File: src/hw/rtl/ber_tlv_integer_decoder_macros.svh
// Assertion macros shared by the BER TLV integer decoder RTL.
// Each macro expands to one labeled concurrent assertion on clk_i / rst_ni.
`ifndef BER_TLV_INTEGER_DECODER_MACROS_SVH
`define BER_TLV_INTEGER_DECODER_MACROS_SVH

// Same-cycle implication, checked out of reset.
`define BER_TLV_ASSERT_NOW(lbl, ante, cons, msg) \
  lbl: assert property (@(posedge clk_i) disable iff (!rst_ni) (ante) |-> (cons)) \
    else $error(msg);

// Next-cycle implication, checked out of reset.
`define BER_TLV_ASSERT_NEXT(lbl, ante, cons, msg) \
  lbl: assert property (@(posedge clk_i) disable iff (!rst_ni) (ante) |=> (cons)) \
    else $error(msg);

`endif

File: src/hw/rtl/ber_tlv_pkg.sv
// Shared types and constants of the BER TLV integer decoder.
// No dependencies; used by ber_tlv_cfg, ber_tlv_core and the top level.
package ber_tlv_pkg;

  localparam int unsigned CfgDataW = 8;
  localparam int unsigned CfgIdxW  = 1;

  // Register indexes on the configuration port
  localparam logic [CfgIdxW-1:0] RegExpectedTag = 1'd0;
  localparam logic [CfgIdxW-1:0] RegMaxWidth    = 1'd1;

  localparam logic [7:0] TagInteger      = 8'h02;
  localparam logic [2:0] MaxWidthDefault = 3'd4;

  // Longest content that passes the width check is 7 + 1 bytes
  localparam int unsigned ValCntW = 4;

  typedef enum logic [1:0] {
    StOk    = 2'd0,
    StTag   = 2'd1,
    StForm  = 2'd2,
    StTooBig = 2'd3
  } status_e;

  typedef struct packed {
    logic [7:0] expected_tag;
    logic [2:0] max_width;
  } cfg_t;

  typedef struct packed {
    logic [31:0] value;
    logic [15:0] value_length;
    status_e     status;
  } res_t;

endpackage

File: src/hw/rtl/ber_tlv_cfg.sv
// Configuration registers of the BER TLV integer decoder.
// Depends on ber_tlv_pkg for the register indexes and cfg_t.
module ber_tlv_cfg (
  input  logic                              clk_i,
  input  logic                              rst_ni,
  input  logic                              cfg_we_i,
  input  logic [ber_tlv_pkg::CfgIdxW-1:0]   cfg_idx_i,
  input  logic [ber_tlv_pkg::CfgDataW-1:0]  cfg_data_i,
  output ber_tlv_pkg::cfg_t                 cfg_o
);
  import ber_tlv_pkg::*;

  cfg_t cfg_q, cfg_d;

  always_comb begin
    cfg_d = cfg_q;
    if (cfg_we_i) begin
      case (cfg_idx_i)
        RegExpectedTag: cfg_d.expected_tag = cfg_data_i;
        RegMaxWidth:    cfg_d.max_width    = cfg_data_i[2:0];
        default:        cfg_d = cfg_q;
      endcase
    end
  end

  always_ff @(posedge clk_i or negedge rst_ni) begin
    if (!rst_ni) begin
      cfg_q.expected_tag <= TagInteger;
      cfg_q.max_width    <= MaxWidthDefault;
    end else begin
      cfg_q <= cfg_d;
    end
  end

  assign cfg_o = cfg_q;

endmodule

File: src/hw/rtl/ber_tlv_core.sv
// Per-byte decode of one BER TLV element: tag, length forms, value accumulation.
// Depends on ber_tlv_pkg; the result is combinational and registered by the top level.
module ber_tlv_core #(
  parameter int unsigned MAX_LENGTH_BYTES = 2
) (
  input  logic              clk_i,
  input  logic              rst_ni,
  input  logic              step_i,
  input  logic [7:0]        data_byte_i,
  input  logic              start_req_i,
  input  ber_tlv_pkg::cfg_t cfg_i,
  output logic              res_valid_o,
  output ber_tlv_pkg::res_t res_o
);
  import ber_tlv_pkg::*;

  localparam int unsigned LenCntW = $clog2(MAX_LENGTH_BYTES + 1);
  localparam logic [6:0] MaxLenBytes = 7'(MAX_LENGTH_BYTES);

  localparam logic [1:0] PhIdle    = 2'd0;
  localparam logic [1:0] PhLen     = 2'd1;
  localparam logic [1:0] PhLongLen = 2'd2;
  localparam logic [1:0] PhValue   = 2'd3;

  logic [1:0]         phase_q, phase_d;
  logic [LenCntW-1:0] len_left_q, len_left_d;
  logic [15:0]        clen_q, clen_d;
  logic [ValCntW-1:0] val_left_q, val_left_d;
  logic [31:0]        acc_q, acc_d;
  logic               sign_q, sign_d;

  logic        len_done;
  logic [15:0] len_val;
  logic [15:0] len_limit;
  logic [15:0] long_len;
  logic [31:0] acc_next;
  logic        sign_next;

  assign len_limit = 16'(cfg_i.max_width) + 16'd1;
  assign long_len  = (clen_q > 16'h00FF) ? 16'hFFFF : {clen_q[7:0], data_byte_i};
  assign acc_next  = {acc_q[23:0], data_byte_i};
  assign sign_next = (val_left_q == clen_q[ValCntW-1:0]) ? data_byte_i[7] : sign_q;

  always_comb begin
    phase_d     = phase_q;
    len_left_d  = len_left_q;
    clen_d      = clen_q;
    val_left_d  = val_left_q;
    acc_d       = acc_q;
    sign_d      = sign_q;
    len_done    = 1'b0;
    len_val     = '0;
    res_valid_o = 1'b0;
    res_o       = '0;

    if (step_i) begin
      if (start_req_i) begin
        // A start always aborts whatever element was in flight
        if (data_byte_i != cfg_i.expected_tag) begin
          res_valid_o   = 1'b1;
          res_o.status  = StTag;
          phase_d       = PhIdle;
        end else begin
          phase_d = PhLen;
        end
      end else begin
        case (phase_q)
          PhLen: begin
            if (data_byte_i[7]) begin
              if (data_byte_i[6:0] == 7'd0 || data_byte_i[6:0] > MaxLenBytes) begin
                res_valid_o  = 1'b1;
                res_o.status = StForm;
                phase_d      = PhIdle;
              end else begin
                len_left_d = LenCntW'(data_byte_i[6:0]);
                clen_d     = '0;
                phase_d    = PhLongLen;
              end
            end else begin
              len_done = 1'b1;
              len_val  = {8'd0, data_byte_i};
            end
          end
          PhLongLen: begin
            clen_d     = long_len;
            len_left_d = len_left_q - LenCntW'(1);
            if (len_left_q == LenCntW'(1)) begin
              len_done = 1'b1;
              len_val  = long_len;
            end
          end
          PhValue: begin
            sign_d     = sign_next;
            acc_d      = acc_next;
            val_left_d = val_left_q - ValCntW'(1);
            if (val_left_q == ValCntW'(1)) begin
              res_valid_o        = 1'b1;
              res_o.status       = StOk;
              res_o.value_length = clen_q;
              res_o.value        = acc_next;
              // Sign extend short INTEGER content; four bytes or more stays as is
              if (cfg_i.expected_tag == TagInteger && sign_next && clen_q < 16'd4) begin
                res_o.value = acc_next | (32'hFFFF_FFFF << {clen_q[1:0], 3'b000});
              end
              phase_d = PhIdle;
            end
          end
          default: phase_d = phase_q;
        endcase

        if (len_done) begin
          clen_d = len_val;
          if (len_val > len_limit) begin
            res_valid_o        = 1'b1;
            res_o.status       = StTooBig;
            res_o.value_length = len_val;
            phase_d            = PhIdle;
          end else if (len_val == 16'd0) begin
            res_valid_o  = 1'b1;
            res_o.status = StOk;
            phase_d      = PhIdle;
          end else begin
            val_left_d = len_val[ValCntW-1:0];
            acc_d      = '0;
            sign_d     = 1'b0;
            phase_d    = PhValue;
          end
        end
      end
    end
  end

  always_ff @(posedge clk_i or negedge rst_ni) begin
    if (!rst_ni) begin
      phase_q    <= PhIdle;
      len_left_q <= '0;
      clen_q     <= '0;
      val_left_q <= '0;
      acc_q      <= '0;
      sign_q     <= 1'b0;
    end else begin
      phase_q    <= phase_d;
      len_left_q <= len_left_d;
      clen_q     <= clen_d;
      val_left_q <= val_left_d;
      acc_q      <= acc_d;
      sign_q     <= sign_d;
    end
  end

endmodule

File: src/hw/rtl/ber_tlv_integer_decoder.sv
// BER TLV integer decoder: one byte per transaction in, one result per element out.
// Block usage:
//   Input channel (in_valid_i/in_ready_o) carries data_byte_i and start_req_i.
//   A transaction with start_req_i set is the tag of a new element; it drops
//   any element still being decoded. Bytes arriving while idle are ignored.
//   Output channel (out_valid_o/out_ready_i) carries value_o, value_length_o
//   and status_o: one transaction per completed element or per error.
//   Data path: a byte is captured in the input register at its accepting edge,
//   decoded against the element state once the result register can take its
//   output, and any result it completes is written to the result register at
//   the end of that cycle, from where out_valid_o offers it.
//   Throughput: one byte per cycle while no result waits on out_ready_i; the
//   registered state update in ber_tlv_core is the only recurrence.
//   Stall: while a result waits for out_ready_i, a held byte stays in the
//   input register and in_ready_o stays low; an empty one may still take a byte.
//   Reset: element state idle, expected tag 0x02, max width 4 (content up to 5 bytes).
//   Configuration writes (cfg_we_i) take effect at the next edge and must be
//   issued only while the block is idle.
// Depends on ber_tlv_pkg, ber_tlv_cfg, ber_tlv_core and the assertion macros.
`include "ber_tlv_integer_decoder_macros.svh"

module ber_tlv_integer_decoder #(
  parameter int unsigned MAX_LENGTH_BYTES = 2
) (
  input  logic                             clk_i,
  input  logic                             rst_ni,
  input  logic                             in_valid_i,
  output logic                             in_ready_o,
  input  logic [7:0]                       data_byte_i,
  input  logic                             start_req_i,
  output logic                             out_valid_o,
  input  logic                             out_ready_i,
  output logic [31:0]                      value_o,
  output logic [15:0]                      value_length_o,
  output logic [1:0]                       status_o,
  input  logic                             cfg_we_i,
  input  logic [ber_tlv_pkg::CfgIdxW-1:0]  cfg_idx_i,
  input  logic [ber_tlv_pkg::CfgDataW-1:0] cfg_data_i
);
  import ber_tlv_pkg::*;

  cfg_t       cfg;
  logic       in_valid_q;
  logic [7:0] data_q;
  logic       start_q;
  logic       advance;
  logic       step;
  logic       res_valid;
  res_t       res;
  logic       out_valid_q;
  res_t       res_q;

  ber_tlv_cfg u_cfg (
    .clk_i      (clk_i),
    .rst_ni     (rst_ni),
    .cfg_we_i   (cfg_we_i),
    .cfg_idx_i  (cfg_idx_i),
    .cfg_data_i (cfg_data_i),
    .cfg_o      (cfg)
  );

  // Decode stage moves only when the result register can take its output
  assign advance    = !out_valid_q || out_ready_i;
  assign step       = in_valid_q && advance;
  assign in_ready_o = !in_valid_q || advance;

  always_ff @(posedge clk_i or negedge rst_ni) begin
    if (!rst_ni) begin
      in_valid_q <= 1'b0;
    end else if (in_valid_i && in_ready_o) begin
      in_valid_q <= 1'b1;
    end else if (advance) begin
      in_valid_q <= 1'b0;
    end
  end

  always_ff @(posedge clk_i) begin
    if (in_valid_i && in_ready_o) begin
      data_q  <= data_byte_i;
      start_q <= start_req_i;
    end
  end

  ber_tlv_core #(
    .MAX_LENGTH_BYTES (MAX_LENGTH_BYTES)
  ) u_core (
    .clk_i       (clk_i),
    .rst_ni      (rst_ni),
    .step_i      (step),
    .data_byte_i (data_q),
    .start_req_i (start_q),
    .cfg_i       (cfg),
    .res_valid_o (res_valid),
    .res_o       (res)
  );

  always_ff @(posedge clk_i or negedge rst_ni) begin
    if (!rst_ni) begin
      out_valid_q <= 1'b0;
    end else if (advance) begin
      out_valid_q <= step && res_valid;
    end
  end

  always_ff @(posedge clk_i) begin
    if (step && res_valid) begin
      res_q <= res;
    end
  end

  assign out_valid_o    = out_valid_q;
  assign value_o        = res_q.value;
  assign value_length_o = res_q.value_length;
  assign status_o       = res_q.status;

  `BER_TLV_ASSERT_NOW(a_err_value_zero, out_valid_o && status_o != StOk, value_o == 32'd0,
    "error result carries a nonzero value")
  `BER_TLV_ASSERT_NOW(a_form_len_zero,
    out_valid_o && (status_o == StTag || status_o == StForm), value_length_o == 16'd0,
    "tag or form error carries a nonzero length")
  `BER_TLV_ASSERT_NOW(a_ok_len_bound, out_valid_o && status_o == StOk,
    value_length_o <= 16'(cfg.max_width) + 16'd1, "accepted element exceeds width limit")
  `BER_TLV_ASSERT_NEXT(a_held_byte_kept, in_valid_q && !advance, in_valid_q,
    "stalled byte dropped from input register")

endmodule
File: config.mk
export PLATFORM = sky130hd
export DESIGN_NAME = ber_tlv_integer_decoder
export DESIGN_NICKNAME = d
export VERILOG_FILES = /design/src/hw/rtl/ber_tlv_pkg.sv /design/src/hw/rtl/ber_tlv_cfg.sv /design/src/hw/rtl/ber_tlv_core.sv /design/src/hw/rtl/ber_tlv_integer_decoder.sv
export VERILOG_INCLUDE_DIRS = /design/src /design/src/hw/rtl
export SDC_FILE = /design/constraint.sdc
export NUM_CORES = 1
export LEC_CHECK = 0
export ABC_AREA = 1
export ABC_CLOCK_PERIOD_IN_PS = 7250
export BUFFER_PORTS_ARGS = -buffer_cell sky130_fd_sc_hd__clkbuf_2
export CAP_MARGIN = 20
export CORE_MARGIN = 2
export CORE_UTILIZATION = 36
export DETAILED_ROUTE_END_ITERATION = 8
export PLACE_DENSITY_LB_ADDON = 0.3
export RECOVER_POWER = 100
export SETUP_SLACK_MARGIN = 0.4
export SLEW_MARGIN = 10
export SYNTH_ARGS = -nofsm -noshare
export SYNTH_HDL_FRONTEND = slang
export SYNTH_SLANG_ARGS = --single-unit
File: constraint.sdc
create_clock -name clk_i -period 7.25 [get_ports clk_i]
set_clock_uncertainty 0.2 [all_clocks]
set_input_delay 1.45 -clock clk_i [delete_from_list [all_inputs] [get_ports clk_i]]
set_output_delay 1.45 -clock clk_i [all_outputs]
set_load 0.005 [all_outputs]
# After elaboration in Yosys (flattened, before gate mapping)
# Cells that the tools add are included.
# Widths: inputs -> output; s select.
# word_totals
elab_cells,131
inputBits,23
ff_bits,129
output_inout_bits,52
# op_classes
n_lt_le_gt_ge,4
n_reduce_logical,24
muxes,64
eq_ne,14
addsub,3
shifts,1
bitwise_logic,6
# op_table
op,n
$mux 32,5
$mux 16,9
$pmux 16 s2,2
$mux 18,2
$or 32x32->32,1
$shl 32x5->32 const A,1
$mux 2,14
$mux 1,22
$gt 16x16->1,1
$gt 16x8->1 const B,1
$logic_not 16->1,1
$lt 16x3->1 const B,1
$mux 4,4
$pmux 2 s2,3
$reduce_and 5->1,2
$eq 8x2->1 const B,1
$ne 8x8->1,1
$gt 7x2->1 const B,1
$logic_not 7->1,1
$mux 7,1
$reduce_and 2->1,3
$logic_and 1x1->1,5
$not 1->1,5
$add 3x1->4 const B,1
20 further kinds,28

# Longest topological paths before layout
# Gate-level depths: netlist of the first run.
# logic_depth
depth_word,13
mapped_depth,22
ltp_nobuf,22

# Modules after synthesis
# A second synthesis of the first run with hierarchy kept.
# unflattened
hier_cells,654
area_unflattened_um2,6083.3
# by_module_without_submodules
mod,instances,area_per_inst_um2,seq_area_each_um2,cells_per_inst
ber_tlv_core,1,3759.9,1226.2,532
ber_tlv_integer_decoder,1,1878.1,1821.7,74
ber_tlv_cfg,1,445.4,277.8,48

# Least setup slack after synthesis of the first run
# Ideal clock, no wire load.
# synth_path
path_type,input to register
startpoint,in out_ready_i
endpoint,"reg res_q, in the netlist status_o[0] (enable)"
arrival_ns,3.501
path_stages,7
n_path_buf,1
setup_ns,0.409
t_required_ns,6.641
slack_ns,3.140
path_cell_list,inv_1 > nand2_1 > nand2_1 > nor2_1 > clkbuf_1 > nand2_1 > nand2_1
# synth_via
elab_chain_len,4
# synth_rtl
item,line_no,source
start: declaration,ber_tlv_integer_decoder.sv:32,"input logic out_ready_i,"
$logic_or 1x1->1 (*),ber_tlv_integer_decoder.sv:63,assign advance = !out_valid_q || out_ready_i;
$logic_and 1x1->1 (*),ber_tlv_integer_decoder.sv:64,assign step = in_valid_q && advance;
$mux 1,ber_tlv_core.sv:56,if (step_i) begin
$logic_and 1x1->1 (*),ber_tlv_integer_decoder.sv:106,if (step && res_valid) begin
end signal: assignment,ber_tlv_integer_decoder.sv:107,res_q <= res;
end: declaration,ber_tlv_integer_decoder.sv:51,res_t res_q;
# Mark *: on every way between the ends. The rest lies on a longest branch, timed or not.
# A chain may end at the register's enable or synchronous reset.

# Final worst setup path of the first run
# layout_path
startpoint,in out_ready_i
endpoint,reg u_core.clen_q[3]
# layout_via
elab_chain_len,3
# layout_rtl
item,line_no,source
$logic_or 1x1->1,ber_tlv_integer_decoder.sv:63,
$logic_and 1x1->1,ber_tlv_integer_decoder.sv:64,
$reduce_and 5->1 (no line),-,
end signal: assignment,ber_tlv_core.sv:144,clen_q <= clen_d;
end: declaration,ber_tlv_core.sv:27,"logic [15:0] clen_q, clen_d;"
# Every way passes these cells.

==> impl_summary.md, run 1 <==
Run status
The flow ran to the end, but the final reports show violations. The final reports fail on capacitance limit, slew limit.

Die
For this configuration, the core starts out at a cell density of 0.364. The die span in x is 133 µm. The overall die height is 133 µm.

In this run the standard cell core region covers 16,400 µm². 75 I/O pins were placed. After floorplanning, the core was divided into 47 placement rows.

The total die area is 17,600 µm².

Logic synthesis
After synthesis, the cell types taking the most area are edfxtp_1 30%, dfrtp_1 25%, nand2_1 7.1%, a21oi_1 5.7%, inv_1 5.2%. The proportion of register bits with asynchronous set or reset after synthesis is 0.512. Synthesis produced 653 cells. Of all cell types, the one taking the most synthesized area is edfxtp_1. The most common flop cell mapped by yosys is dfrtp_1. When the netlist entered floorplanning its net count stood at 687. Of the synthesized area, sequential elements account for 0.557. The commonest cells after synthesis are 113 x nand2_1, 83 x inv_1, 68 x a21oi_1. The unique cell type count in the Yosys netlist is 38.

A synthesized cell averages 9.15 µm². The number of storage elements in the synthesis netlist is 121. Yosys instantiated no cell more often than nand2_1.

Yosys printed 0 warnings. The number of enable flip-flop cells after synthesis is 59. The cell area that synthesis handed to floorplanning was 5970 µm². The proportion of netlist area held by the largest area contributor is 0.297.

Critical path
The end of the worst register-to-register path is value_length_o[10]. The type of the setup path with the least slack is input pin to flop. In this run the critical register-to-register path is launched from u_core.phase_q[0].

The internal reg-to-reg setup slack is 2.16 ns. In this run the worst setup path terminates at u_core.clen_q[3]. Counting buffers and inverters, the worst setup path is 10 cells deep. The required time at the endpoint of the critical path is 7.39 ns.

Among all stages on the critical path, the largest delay is contributed by clkbuf_1. The kind of cell with the highest combined delay along the critical path is buffers and inverters. Along the worst path, the maximum fanout reaches 37.

Tracing the worst setup path back leads to its startpoint at out_ready_i. The arrival time at the worst endpoint is 5.29 ns. The worst setup path is launched from an input pin. Counting cells, the worst reg-to-reg path comes to 20. The count of buffering cells on the critical path with inverters included is 4. The biggest cell delay along the critical path is 1.22 ns.

Walking the worst path, the cells encountered are clkbuf_2, inv_1, nand2_1, nand2_1, nor2_2, clkbuf_1, inv_1, nor3_4, o21ai_0, o21ai_0. The worst setup path is captured at a flop.

Job
Max-cap violations in this run came to 2.

Place
The post-place instance area is 6540 µm². The congestion estimate from routability-driven global placement came to 0.870. Detailed placement finished with a half-perimeter wire length of 9860 µm. The port buffer count is 74.

Global routing
The overflow left after global routing is 0. The initial antenna violation count is 0. Across every metal layer, demand over resource in global routing totals 0.173. The pin count of the biggest net entering global routing is 63. The first global-routing pass estimated 23,900 µm of wire.

The number of global-route vias before repair is 4,607.

Final layout
The area growth from synthesis to layout is 17.7%. The final design utilization is 0.429. Summing all non-filler instances in the final layout gives an area of 7030 µm². The antenna diode instance count is 0. The total number of nets in the final design is 760. The share of cells above drive strength 1 is 0.139.

Clocking
The number of buffers added to fix hold violations after cts is 0. TritonCTS created 17 clock buffers. The later-pin clock latency in the skew report is 0.42 ns. The root buffer cell chosen for the clock tree is clkbuf_16.

TritonCTS built the clock tree. Clock-pin slew was measured on the worst setup and hold paths at 0.05 ns. Gates resized during post-CTS repair numbered 0. The count of clock tree sinks is 121.

No sink is reached through more buffers than the 2 on the longest clock path. In this run the number of H-tree levels came out at 4. The number of buffers inserted to repair setup after CTS is 0.

Drt
The detailed router finished its first iteration with 324 violations. For this block, the routed nets add up to 14,600 µm of wire. The first-pass detailed-route iteration total is 5. The post-route DRC violation count is 0. For this block, the via count after detailed routing is 4,665. The number of vias per cell after detailed routing is 4.86. The post-route antenna net violation count is 0. After detailed routing, the average wire length per cell comes to 15.2 µm.

Worst hold path
The worst hold path class is flop to flop. The worst hold path stage count is 2.

STA
The final-layout setup total negative slack is 0 ns. Setup violations remaining at the end of the flow were counted as 0. The maximum clock frequency is 194 MHz. The post-route fraction of the period consumed by the critical path is 0.711. The routed design could run at a clock period as short as 5.15 ns.

In this run the tightest slew margin relative to its limit is -1.32. The number of hold violations in the final report is 0. The number of pins with negative max-slew slack in the final report is 101. Setup repair after global routing left no endpoint under its margin. The worst-margin pin slew is 3.49 ns.

Power and ir drop
Across the VDD grid, the largest voltage drop is 0.180 mV. The static power due to leakage is 3.04 nW. In this run the power density over the cells is 334 nW/µm².
-- metrics by stage --
step | hold slack [ns] | std cells | worst slack [ns] | power, W
2_1_floorplan | 0.253 | 653 | 3.14 | 0.00136
3_3_place_gp | 0.280 | 926 | 2.90 | 0.00153
3_5_place_dp | 0.282 | 926 | 2.78 | 0.00153
4_1_cts | 0.294 | 958 | 2.76 | 0.00238
5_1_grt | 0.333 | 959 | 1.64 | 0.00248
6_report | 0.296 | 959 | 2.10 | 0.00235
-- final cells by class --
cell class	instances	area, µm²
repair buffers	79	360
multi-input cells	421	2160
flip-flops and latches	121	3330
fillers	1592	9380
clock buffers	20	437
well taps	220	275
clock inverters	12	151
inverters	86	323
-- worst min-delay path by stage --
| stage | to | startpoint | slack (ns) |
|---|---|---|---|
| after global routing | u_core.len_left_q[1] | u_core.len_left_q[1] | 0.33 |
| final | u_core.len_left_q[1] | u_core.len_left_q[1] | 0.30 |
| after detailed placement | u_core.len_left_q[1] | u_core.len_left_q[1] | 0.28 |
| after floorplan | u_core.len_left_q[1] | u_core.len_left_q[1] | 0.25 |
| after CTS | u_core.len_left_q[1] | u_core.len_left_q[1] | 0.29 |
| after global placement | u_core.len_left_q[1] | u_core.len_left_q[1] | 0.28 |
-- logic make-up (layout without fill, tap and decap cells) --
family	Yosys count	in the layout	synth area share
buffers and inverters	111	197	0.0750
xor gates and xnor gates	10	10	0.0147
DFF	121	121	0.557
adders and majority gates	11	11	0.0230
muxes	4	4	0.00754
and+or+nand+nor	243	243	0.183
AOI/OAI and AO/OA	153	153	0.140
-- layout by cell type, fill, tap and decap left out, types with 3 or more instances in the layout --
| cell | netlist | final |
|---|---|---|
| dfrtp_1 | 60 | 60 |
| a21oi_1 | 68 | 73 |
| edfxtp_1 | 59 | 59 |
| nor2_2 | 4 | 5 |
| clkbuf_2 | 0 | 45 |
| bufinv_16 | 0 | 3 |
| inv_1 | 83 | 84 |
| nand2_1 | 113 | 115 |
| nand3_2 | 8 | 6 |
| o22ai_1 | 26 | 26 |
| nor3_1 | 6 | 5 |
| mux2_2 | 4 | 4 |
| xor2_1 | 8 | 8 |
| clkbuf_16 | 0 | 17 |
| nand4_1 | 7 | 7 |
| nand3_1 | 27 | 29 |
| nand2_2 | 5 | 4 |
| clkinv_4 | 0 | 3 |
| nor2_1 | 66 | 66 |
| o21ai_0 | 46 | 46 |
| clkinv_2 | 0 | 4 |
| ha_1 | 11 | 11 |
| clkbuf_1 | 14 | 35 |
-- registers in the layout, indices dropped and copies added, names as in the netlist --
name	cells
u_cfg.cfg_o	11
value_o	32
out_valid_o	1
value_length_o	16
u_core.val_left_q	4
start_q	1
in_valid_q	1
u_core.clen_q	16
u_core.acc_q	24
u_core.phase_q	2
u_core.sign_q	1
u_core.len_left_q	2
status_o	2
data_q	8
-- where the power goes --
part | internal (W) | switching (W)
registers | 0.000869 | 0.0000972
logic | 0.000176 | 0.000362
clock network | 0.000538 | 0.000303
total | 0.00158 | 0.000762
-- worst register-to-register path, delay by kind of cell, from the launching register on --
kind	cells	cell delay (ns)
AO/OA/AOI/OAI	3	0.30
adder cells (fa/ha/maj)	2	0.59
flip-flops	1	0.38
AND/OR/NAND/NOR	9	2.41
buffers and inverters	6	0.92
-- layer usage --
| layer | vias up | wire length (µm) | GRT usage |
|---|---|---|---|
| met5 | - | 0 | 0 |
| met1 | 2168 | 7310 | 0.248 |
| met4 | 0 | 285 | 0.0657 |
| met2 | 120 | 6330 | 0.256 |
| li1 | 2358 | - | - |
| met3 | 19 | 646 | 0.0395 |
Note: power is estimated with default switching activity, not from simulation.
==> run 2: changes to the inputs <==
--- a/config.mk
+++ b/config.mk
@@ -6,8 +6,8 @@
 export SDC_FILE = /design/constraint.sdc
 export NUM_CORES = 1
 export LEC_CHECK = 0
-export ABC_AREA = 1
-export ABC_CLOCK_PERIOD_IN_PS = 7250
+export ABC_AREA = 0
+export ABC_CLOCK_PERIOD_IN_PS = 4850
 export BUFFER_PORTS_ARGS = -buffer_cell sky130_fd_sc_hd__clkbuf_2
 export CAP_MARGIN = 20
 export CORE_MARGIN = 2
==> constraint.sdc (replaced) <==
create_clock -name clk_i -period 4.85 [get_ports clk_i]
set_clock_uncertainty 0.2 [all_clocks]
set_input_delay 0.97 -clock clk_i [delete_from_list [all_inputs] [get_ports clk_i]]
set_output_delay 0.97 -clock clk_i [all_outputs]
set_load 0.005 [all_outputs]
==> run 2 against run 1 <==
Compared with the run above: first-iteration DRC count rose by 21%; power rose by 10%; register-to-register slack got worse by 1.5 ns; setup slack got worse by 1.5 ns; via count fell by 3.6%; sequential power rose by 20%; non-clock buffer count rose by 12; sequential cell count did not move; clock-buffer cell count did not move; die area rose by 0.63%; worst hold slack improved by 0.033 ns; clock power rose by 51%; the run still ends with capacitance limit, slew limit left.
==> impl_summary.md, run 2 <==
Run status
Result of the run: complete, but fails checks (unchanged). Violated checks: capacitance limit, slew limit (unchanged).

Critical path
The endpoint type of the worst setup path is a flop (unchanged). The cell that appears most often on the critical path is clkbuf_1. The critical-path cell with the highest stage delay is clkbuf_1 (unchanged). Cell chain of the critical path: clkbuf_2, nor2b_1, or3b_2, clkbuf_1, a311o_1, clkbuf_1, o21ai_0 (was clkbuf_2, inv_1, nand2_1, nand2_1, nor2_2, clkbuf_1, inv_1, nor3_4, o21ai_0, o21ai_0). The required time at the endpoint of the critical path is 4.90 ns (was 7.39 ns). The type of the setup path with the least slack is input pin to flop (unchanged).

The critical path startpoint category is an input pin (unchanged). The arrival time at the worst endpoint is 4.28 ns (was 5.29 ns). The biggest cell delay along the critical path is 1.29 ns (was 1.22 ns). The maximum fanout along the worst path was 36 (was 37).

Global routing
The overall track demand over capacity in global routing is 0.186 (was 0.173). The initial antenna violation count came to 0 (unchanged). The number of global-route vias before repair came to 4,406 (was 4,607). The global-route wire length before repair is 25,100 µm (was 23,900 µm). The overflow left after global routing came to 0 (unchanged). The pin count of the biggest net entering global routing was 37 (was 63).

Place
The placed wire-length estimate after detailed placement is 10,800 µm (was 9860 µm). The routability congestion estimate is 0.869 (was 0.870). The port buffer count is 74 (unchanged).

Drt
The final routed wire length divided by cell count is 18.7 µm (was 15.2 µm). The initial detailed-routing violation count is 393 (was 324). The first-pass detailed-route iteration total is 4 (was 5). The count of vias placed by the detailed router is 4,497 (was 4,665). The total wire length was 15,800 µm (was 14,600 µm). The number of vias per cell after detailed routing is 5.31 (was 4.86). The post-route DRC violation count came to 0 (unchanged). The post-route antenna net violation count is 0 (unchanged).

STA
The total setup violations reported at the end of the flow is 0 (unchanged). Derived from the worst setup path, the maximum achievable clock frequency is 237 MHz. In the finished design, the share of the clock period the worst path needs comes to 0.871. The final-layout setup total negative slack is 0 ns (unchanged). The worst slew margin relative to its limit was -0.375 (was -1.32). The number of pins with negative max-slew slack in the final report is 102 (was 101). The number of hold violations in the final report came to 0 (unchanged). The shortest clock period the worst path allows after layout is 4.23 ns.

The worst-margin pin slew is 2.06 ns (was 3.49 ns). Setup repair after global routing missed its margin: no (unchanged).

Die
The overall die height is 133 µm (about the same). The number of primary I/O pins is 75 (unchanged). The total die area came to 17,800 µm² (was 17,600 µm²). The core region area was 16,500 µm² (was 16,400 µm²). The die span in x is 133 µm (about the same). The initial core utilization is 0.365 (was 0.364). The number of cell rows is 47 (unchanged).

Final layout
The share of cells above drive strength 1 came to 0.182 (was 0.139). The antenna diode instance count is 0 (unchanged). The final design utilization came to 0.434 (was 0.429). The most common library cell in the layout ignoring fill and taps is dfrtp_1 (was nand2_1). The total number of nets in the final design is 648 (was 760). The area growth from synthesis to layout came to 19.0% (was 17.7%). The flip-flop count of the largest register, all copies and words added was 32 (unchanged). Leading cell types in the layout, fill and taps excluded: 60 x dfrtp_1, 59 x edfxtp_1, 49 x nand2_1 (was 115 x nand2_1, 84 x inv_1, 73 x a21oi_1). The number of inserted filler cells in the final layout came to 1,574 (was 1,592).

Power and ir drop
The static power due to leakage is 2.88 nW (was 3.04 nW). The power density over cell area is 362 nW/µm² (was 334 nW/µm²). The maximum vdd drop came to 0.230 mV (was 0.180 mV).

Clocking
The later-pin clock latency in the skew report is 0.43 ns (was 0.42 ns). The number of buffers created by CTS is 17 (unchanged). The buffer cell driving the clock tree root is clkbuf_16 (unchanged). The number of buffers inserted to repair setup after CTS is 0 (unchanged). The number of buffers added to fix hold violations after cts is 0 (unchanged). The maximum number of buffers from clock root to sink is 2 (unchanged).

The CTS tree is yes (unchanged). The count of clock tree sinks is 121 (unchanged). The H-tree depth is 4 (unchanged). The clock slew seen by the registers of the worst setup and hold paths came to 0.06 ns (was 0.05 ns). The post-CTS resize count was 0 (unchanged).

Logic synthesis
Cells taking the most area after synthesis: edfxtp_1 29%, dfrtp_1 25%, o211ai_1 5.6%, o21a_1 4.0%, nand2_1 3.1% (was edfxtp_1 30%, dfrtp_1 25%, nand2_1 7.1%, a21oi_1 5.7%, inv_1 5.2%). The proportion of netlist area held by the largest area contributor is 0.295 (was 0.297). Commonest cells post-synth: 60 x dfrtp_1, 59 x edfxtp_1, 49 x nand2_1 (was 113 x nand2_1, 83 x inv_1, 68 x a21oi_1). The cell taking the most area after synthesis was edfxtp_1 (unchanged). The unique cell type count in the Yosys netlist came to 68 (was 38).

The proportion of register bits with asynchronous set or reset after synthesis is 0.512 (unchanged). The number of storage elements in the synthesis netlist is 121 (unchanged). The most common flop cell mapped by yosys is dfrtp_1 (unchanged). The total nets after synthesis came to 571 (was 687). The number of enable flip-flop cells after synthesis is 59 (unchanged).

The count of synthesis-stage warnings from yosys came to 0 (unchanged). The average footprint of a synthesized cell is 11.2 µm² (was 9.15 µm²). The number of instances in the synthesized netlist was 537 (was 653). The sequential-to-total area share from yosys stat is 0.553 (was 0.557). The post-synthesis instance area is 6010 µm² (was 5970 µm²).

The most frequent cell after synthesis is dfrtp_1 (was nand2_1).

Worst hold path
The worst hold path class is flop to flop (unchanged).

Job
The number of maximum-capacitance violations came to 3 (was 2).
[run 2: cell types whose count changed in the layout (fill, tap and decap cells not counted), sizes merged, moves of 25 or more]
cell    delta
nand2     -70
a21oi     -56
nor2      -49
o211ai    +44
inv       -43
o21a      +32
nand3     -31
o21ai     -25
[run 2: critical path: cells and delay by family]
family | cells | cell delay [ns]
buf+inv | 3 | 2.31
compound gates | 2 | 0.48
simple gates | 2 | 0.50
[run 2: worst paths after layout]
check | start | endpoint | slack [ns] | depth (start not counted)
max | out_ready_i | u_core.clen_q[1] | 0.62 | 7
min | u_core.len_left_q[1] | u_core.len_left_q[1] | 0.33 | 2
max reg2reg | u_core.phase_q[0] | u_core.acc_q[19] | 0.63 | 13
min reg2reg | u_core.len_left_q[1] | u_core.len_left_q[1] | 0.33 | 2
max in group asynchronous | rst_ni | u_core.len_left_q[0] | 1.06 | 2
min in group asynchronous | rst_ni | u_core.clen_q[13] | 0.76 | 1
[run 2: area by class of cell]
cell class,count,area (µm²),area share
flip-flops and latches,121,3330,0.465
multi-input cells,344,2370,0.332
clock buffers,20,457,0.0639
repair buffers,91,434,0.0607
well taps,220,275,0.0385
inverters,39,146,0.0205
clock inverters,12,139,0.0194
[run 2: logic make-up after synthesis]
logic type | share of synthesized area
xor+xnor | 0.0219
buf+inv | 0.0491
flops | 0.553
simple gates | 0.118
compound gates | 0.205
mux | 0.0293
fa+ha+maj | 0.0229
[run 2: per-layer routing]
layer,vias up,routed length (µm),global-route usage
li1,2154,-,-
met1,2202,7540,0.259
met2,119,7280,0.284
met3,22,732,0.0422
met4,0,289,0.0733
met5,-,0,0
[run 2: metrics by stage]
step	instances	power (W)	worst slack (ns)	hold slack (ns)	cell area [µm²]
6_report	847	0.00259	0.624	0.329	7150
5_1_grt	847	0.00269	0.283	0.367	7150
4_1_cts	847	0.00262	0.605	0.334	7250
3_5_place_dp	815	0.00134	0.642	0.322	6650
3_3_place_gp	815	0.00134	0.634	0.304	6650
2_1_floorplan	537	0.00126	0.553	0.286	6020
[run 2: where the power goes]
group | internal (W) | total, W | switching (W)
sequential | 0.00112 | 0.00116 | 0.0000330
clock | 0.000787 | 0.00127 | 0.000484
combinational | 0.0000656 | 0.000163 | 0.0000971
==> run 3: changes to the inputs <==
--- a/config.mk
+++ b/config.mk
@@ -19,4 +19,5 @@
 export SLEW_MARGIN = 10
 export SYNTH_ARGS = -nofsm -noshare
 export SYNTH_HDL_FRONTEND = slang
+export SYNTH_HIERARCHICAL = 1
 export SYNTH_SLANG_ARGS = --single-unit
==> run 3 against run 2 <==
Compared with the run above: final cell count is 4.7% lower; combinational power rose to 2.9 times the previous value; global-route usage shrank 0.54 points; design area increased by 1.5%; core utilization decreased by 1.0 points; largest power group unchanged; largest cell class unchanged; the flow still finishes with violations (capacitance limit, slew limit); routed wire length about the same; critical path type is now flop to flop.
==> impl_summary.md, run 3 <==
Run status
Result of the run: complete, but fails checks (unchanged). Violated checks: capacitance limit, slew limit (unchanged).

Final layout
The share of cells above drive strength 1 was 0.235 (was 0.182). The final standard cell count with taps included and fillers excluded is 807 (was 847). The total number of nets in the final design came to 604 (was 648). The flip-flop count of the largest register, all copies and words added came to 32 (unchanged). The most common library cell in the layout ignoring fill and taps is dfrtp_1 (unchanged). The area growth from synthesis to layout was 16.8% (was 19.0%). Leading cell types in the layout, fill and taps excluded: 60 x dfrtp_1, 59 x edfxtp_1, 49 x clkbuf_2 (was 60 x dfrtp_1, 59 x edfxtp_1, 49 x nand2_1).

The number of inserted filler cells in the final layout is 1,618 (was 1,574). The antenna diode instance count is 0 (unchanged).

STA
The post-route fraction of the period consumed by the critical path is 0.894 (was 0.871). The total setup violations reported at the end of the flow came to 0 (unchanged). The worst hold slack after final layout is 0.311 ns (was 0.329 ns). The worst slew margin relative to its limit was -0.182 (was -0.375). Setup repair after global routing missed its margin: no (unchanged).

The shortest clock period the worst path allows after layout came to 4.33 ns (was 4.23 ns). The number of hold violations in the final report is 0 (unchanged). The minimum setup slack in the final design was 0.516 ns (was 0.624 ns).

The number of pins with negative max-slew slack in the final report came to 82 (was 102). The worst-margin pin slew is 1.77 ns (was 2.06 ns). The final-layout setup total negative slack came to 0 ns (unchanged). The maximum clock frequency was 231 MHz (was 237 MHz).

Clocking
The maximum number of buffers from clock root to sink is 2 (unchanged). The clock slew seen by the registers of the worst setup and hold paths came to 0.06 ns (about the same). The number of buffers added to fix hold violations after cts is 0 (unchanged).

The count of clock tree sinks came to 121 (unchanged). The H-tree depth is 4 (unchanged). The buffer cell driving the clock tree root is clkbuf_16 (unchanged). The CTS tree is yes (unchanged). The number of buffers created by CTS was 17 (unchanged). The later-pin clock latency in the skew report is 0.43 ns (about the same).

Die
The number of cell rows is 48 (was 47). The initial core utilization is 0.363 (was 0.365). The overall die height is 135 µm (was 133 µm). The number of primary I/O pins is 75 (unchanged).

The total die area came to 18,300 µm² (was 17,800 µm²). The die span in x is 135 µm (was 133 µm). The core region area came to 17,100 µm² (was 16,500 µm²).

Logic synthesis
The most frequent cell after synthesis is dfrtp_1 (unchanged). The number of storage elements in the synthesis netlist is 121 (unchanged). The total nets after synthesis came to 534 (was 571). The number of enable flip-flop cells after synthesis is 59 (unchanged). The post-synthesis instance area is 6220 µm² (was 6010 µm²). The most common flop cell mapped by yosys is dfrtp_1 (unchanged). The average footprint of a synthesized cell is 12.5 µm² (was 11.2 µm²).

The proportion of register bits with asynchronous set or reset after synthesis is 0.512 (unchanged). Commonest cells post-synth: 60 x dfrtp_1, 59 x edfxtp_1, 42 x o21a_1 (was 60 x dfrtp_1, 59 x edfxtp_1, 49 x nand2_1). The number of instances in the synthesized netlist came to 499 (was 537). The unique cell type count in the Yosys netlist is 79 (was 68). Cells taking the most area after synthesis: edfxtp_1 28%, dfrtp_1 24%, o21a_1 5.1%, mux2_4 4.1%, a22o_1 3.4% (was edfxtp_1 29%, dfrtp_1 25%, o211ai_1 5.6%, o21a_1 4.0%, nand2_1 3.1%).

The proportion of netlist area held by the largest area contributor was 0.285 (was 0.295). The count of synthesis-stage warnings from yosys was 6 (was 0). The sequential-to-total area share from yosys stat is 0.535 (was 0.553). The cell taking the most area after synthesis is edfxtp_1 (unchanged).

Global routing
The overall track demand over capacity in global routing came to 0.181 (was 0.186). The global-route wire length before repair is 24,600 µm (was 25,100 µm). The initial antenna violation count is 0 (unchanged).

The number of global-route vias before repair is 4,308 (was 4,406). The overflow left after global routing is 0 (unchanged). The pin count of the biggest net entering global routing is 33 (was 37).

Worst hold path
The startpoint of the most critical hold path is u_core/acc_q[23] (was u_core.len_left_q[1]). The worst hold path stage count is 1 (was 2). The worst hold path class is flop to flop (unchanged).

The end point of the most critical hold path is u_core/acc_q[23] (was u_core.len_left_q[1]).

Place
The total placed cells including tap cells is 773 (was 815). The placed wire-length estimate after detailed placement is 10,700 µm (was 10,800 µm). The pre-CTS setup slack is 0.245 ns (was 0.642 ns). The port buffer count is 74 (unchanged). The routability congestion estimate was 0.882 (was 0.869).

Drt
The number of vias per cell after detailed routing is 5.50 (was 5.31). The initial detailed-routing violation count is 316 (was 393). The post-route antenna net violation count came to 0 (unchanged).

The first-pass detailed-route iteration total is 4 (unchanged). The count of vias placed by the detailed router is 4,440 (was 4,497). The total wire length is 15,800 µm (about the same). The post-route DRC violation count is 0 (unchanged).

The final routed wire length divided by cell count is 19.6 µm (was 18.7 µm).

Critical path
The critical path startpoint category was a flop (was input pin). The biggest cell delay along the critical path is 0.48 ns (was 1.29 ns). The type of the setup path with the least slack was flop to flop (was input pin to flop). The maximum fanout along the worst path is 20 (was 36). The endpoint type of the worst setup path is a flop (unchanged).

The depth of the worst register-to-register path was 13 (unchanged). The required time at the endpoint of the critical path is 4.96 ns (was 4.90 ns). The internal reg-to-reg setup slack is 0.52 ns (was 0.63 ns). The arrival time at the worst endpoint is 4.44 ns (was 4.28 ns). The reg-to-reg startpoint is u_core/phase_q[0] (was u_core.phase_q[0]). Cell chain of the critical path: inv_1, ha_1, and3b_1, a21boi_4, o21ai_0, inv_1, ha_1, and3b_1, a2111oi_4, a2bb2oi_2, a31oi_1, clkbuf_2, a22o_1 (was clkbuf_2, nor2b_1, or3b_2, clkbuf_1, a311o_1, clkbuf_1, o21ai_0).

The end of the worst register-to-register path is u_core/acc_q[10] (was u_core.acc_q[19]). The critical-path cell with the highest stage delay is a2bb2oi_2 (was clkbuf_1).

Power and ir drop
The static power due to leakage is 2.90 nW (was 2.88 nW). The power density over cell area came to 423 nW/µm² (was 362 nW/µm²). The maximum vdd drop is 0.244 mV (was 0.230 mV).

Job
The number of maximum-capacitance violations is 3 (unchanged).
==> run 3: changes by cell type in the layout (fill, tap and decap cells not counted), moves of 12 or more <==
cell       before  now
nand2_1        49   20
o2bb2ai_1      13    1
inv_1          39   13
nand4_1         3   15
a22o_1          3   24
a21oi_1        18   32
o211ai_1       45    1
==> run 3: what timing repair did <==
| item | CTS | global route |
|---|---|---|
| pin swaps | 0 | 0 |
| buffers inserted | 1 | 0 |
| endpoints found under the setup margin | 24 | 84 |
| cloned | 1 | 0 |
| gates resized for setup | 0 | 4 |
==> run 3: critical path: cells and delay by family (launching register included) <==
family	cells	cell delay, ns
AOI/OAI and AO/OA	6	1.74
DFF	1	0.41
and+or+nand+nor	2	0.70
adders and majority gates	2	0.64
buffers and inverters	3	0.51
==> run 3: how the worst max path moves through the flow <==
stage / slack (ns) / startpoint / end / depth (start not counted)
6_report: 0.52 / u_core/phase_q[0] / u_core/acc_q[10] / 13
5_1_grt: 0.27 / u_core/phase_q[0] / value_o[0] / 15
4_1_cts: 0.37 / u_core/phase_q[0] / value_length_o[1] / 14
3_5_place_dp: 0.24 / u_core/phase_q[0] / value_length_o[8] / 15
3_3_place_gp: 0.34 / u_core/phase_q[0] / value_length_o[14] / 15
2_1_floorplan: 0.49 / u_core/phase_q[0] / status_o[0] / 17
==> run 3: cells by family (layout without fill, tap and decap cells) <==
family	count (synthesis)	after routing	synth area share
simple gates	114	115	0.118
flops	121	121	0.535
xor+xnor	14	14	0.0197
compound gates	157	157	0.192
buf+inv	49	131	0.0431
mux	32	32	0.0678
fa+ha+maj	12	12	0.0241
==> run 3: cell type report <==
type,count,area [µm²],share of cell area
Inverter,13,48.8,0.00672
Clock inverter,13,169,0.0233
Multi-Input combinational cell,330,2580,0.356
Sequential cell,121,3330,0.458
Timing Repair Buffer,86,407,0.0560
Clock buffer,19,443,0.0610
Tap cell,225,282,0.0388
==> run 3: stage by stage <==
stage / power (W) / utilization / instance area (µm²)
3_5_place_dp: 0.00179 / 0.394 / 6740
4_1_cts: 0.00311 / 0.431 / 7370
3_3_place_gp: 0.00178 / 0.394 / 6740
5_1_grt: 0.00320 / 0.424 / 7260
6_report: 0.00307 / 0.424 / 7260
2_1_floorplan: 0.00162 / - / 6220
==> run 3: layer usage <==
layer	part of all wire	global-route usage	up-vias
met3	0.057	0.0449	21
met4	0.021	0.0735	0
met5	0	0	-
li1	-	-	2050
met2	0.47	0.280	164
met1	0.45	0.243	2205
==> run 3: where the power goes <==
part / total [W] / internal, W / switching (W)
combinational: 0.000478 / 0.000195 / 0.000283
clock: 0.00130 / 0.000825 / 0.000477
sequential: 0.00129 / 0.00118 / 0.000115
total: 0.00307 / 0.00220 / 0.000875
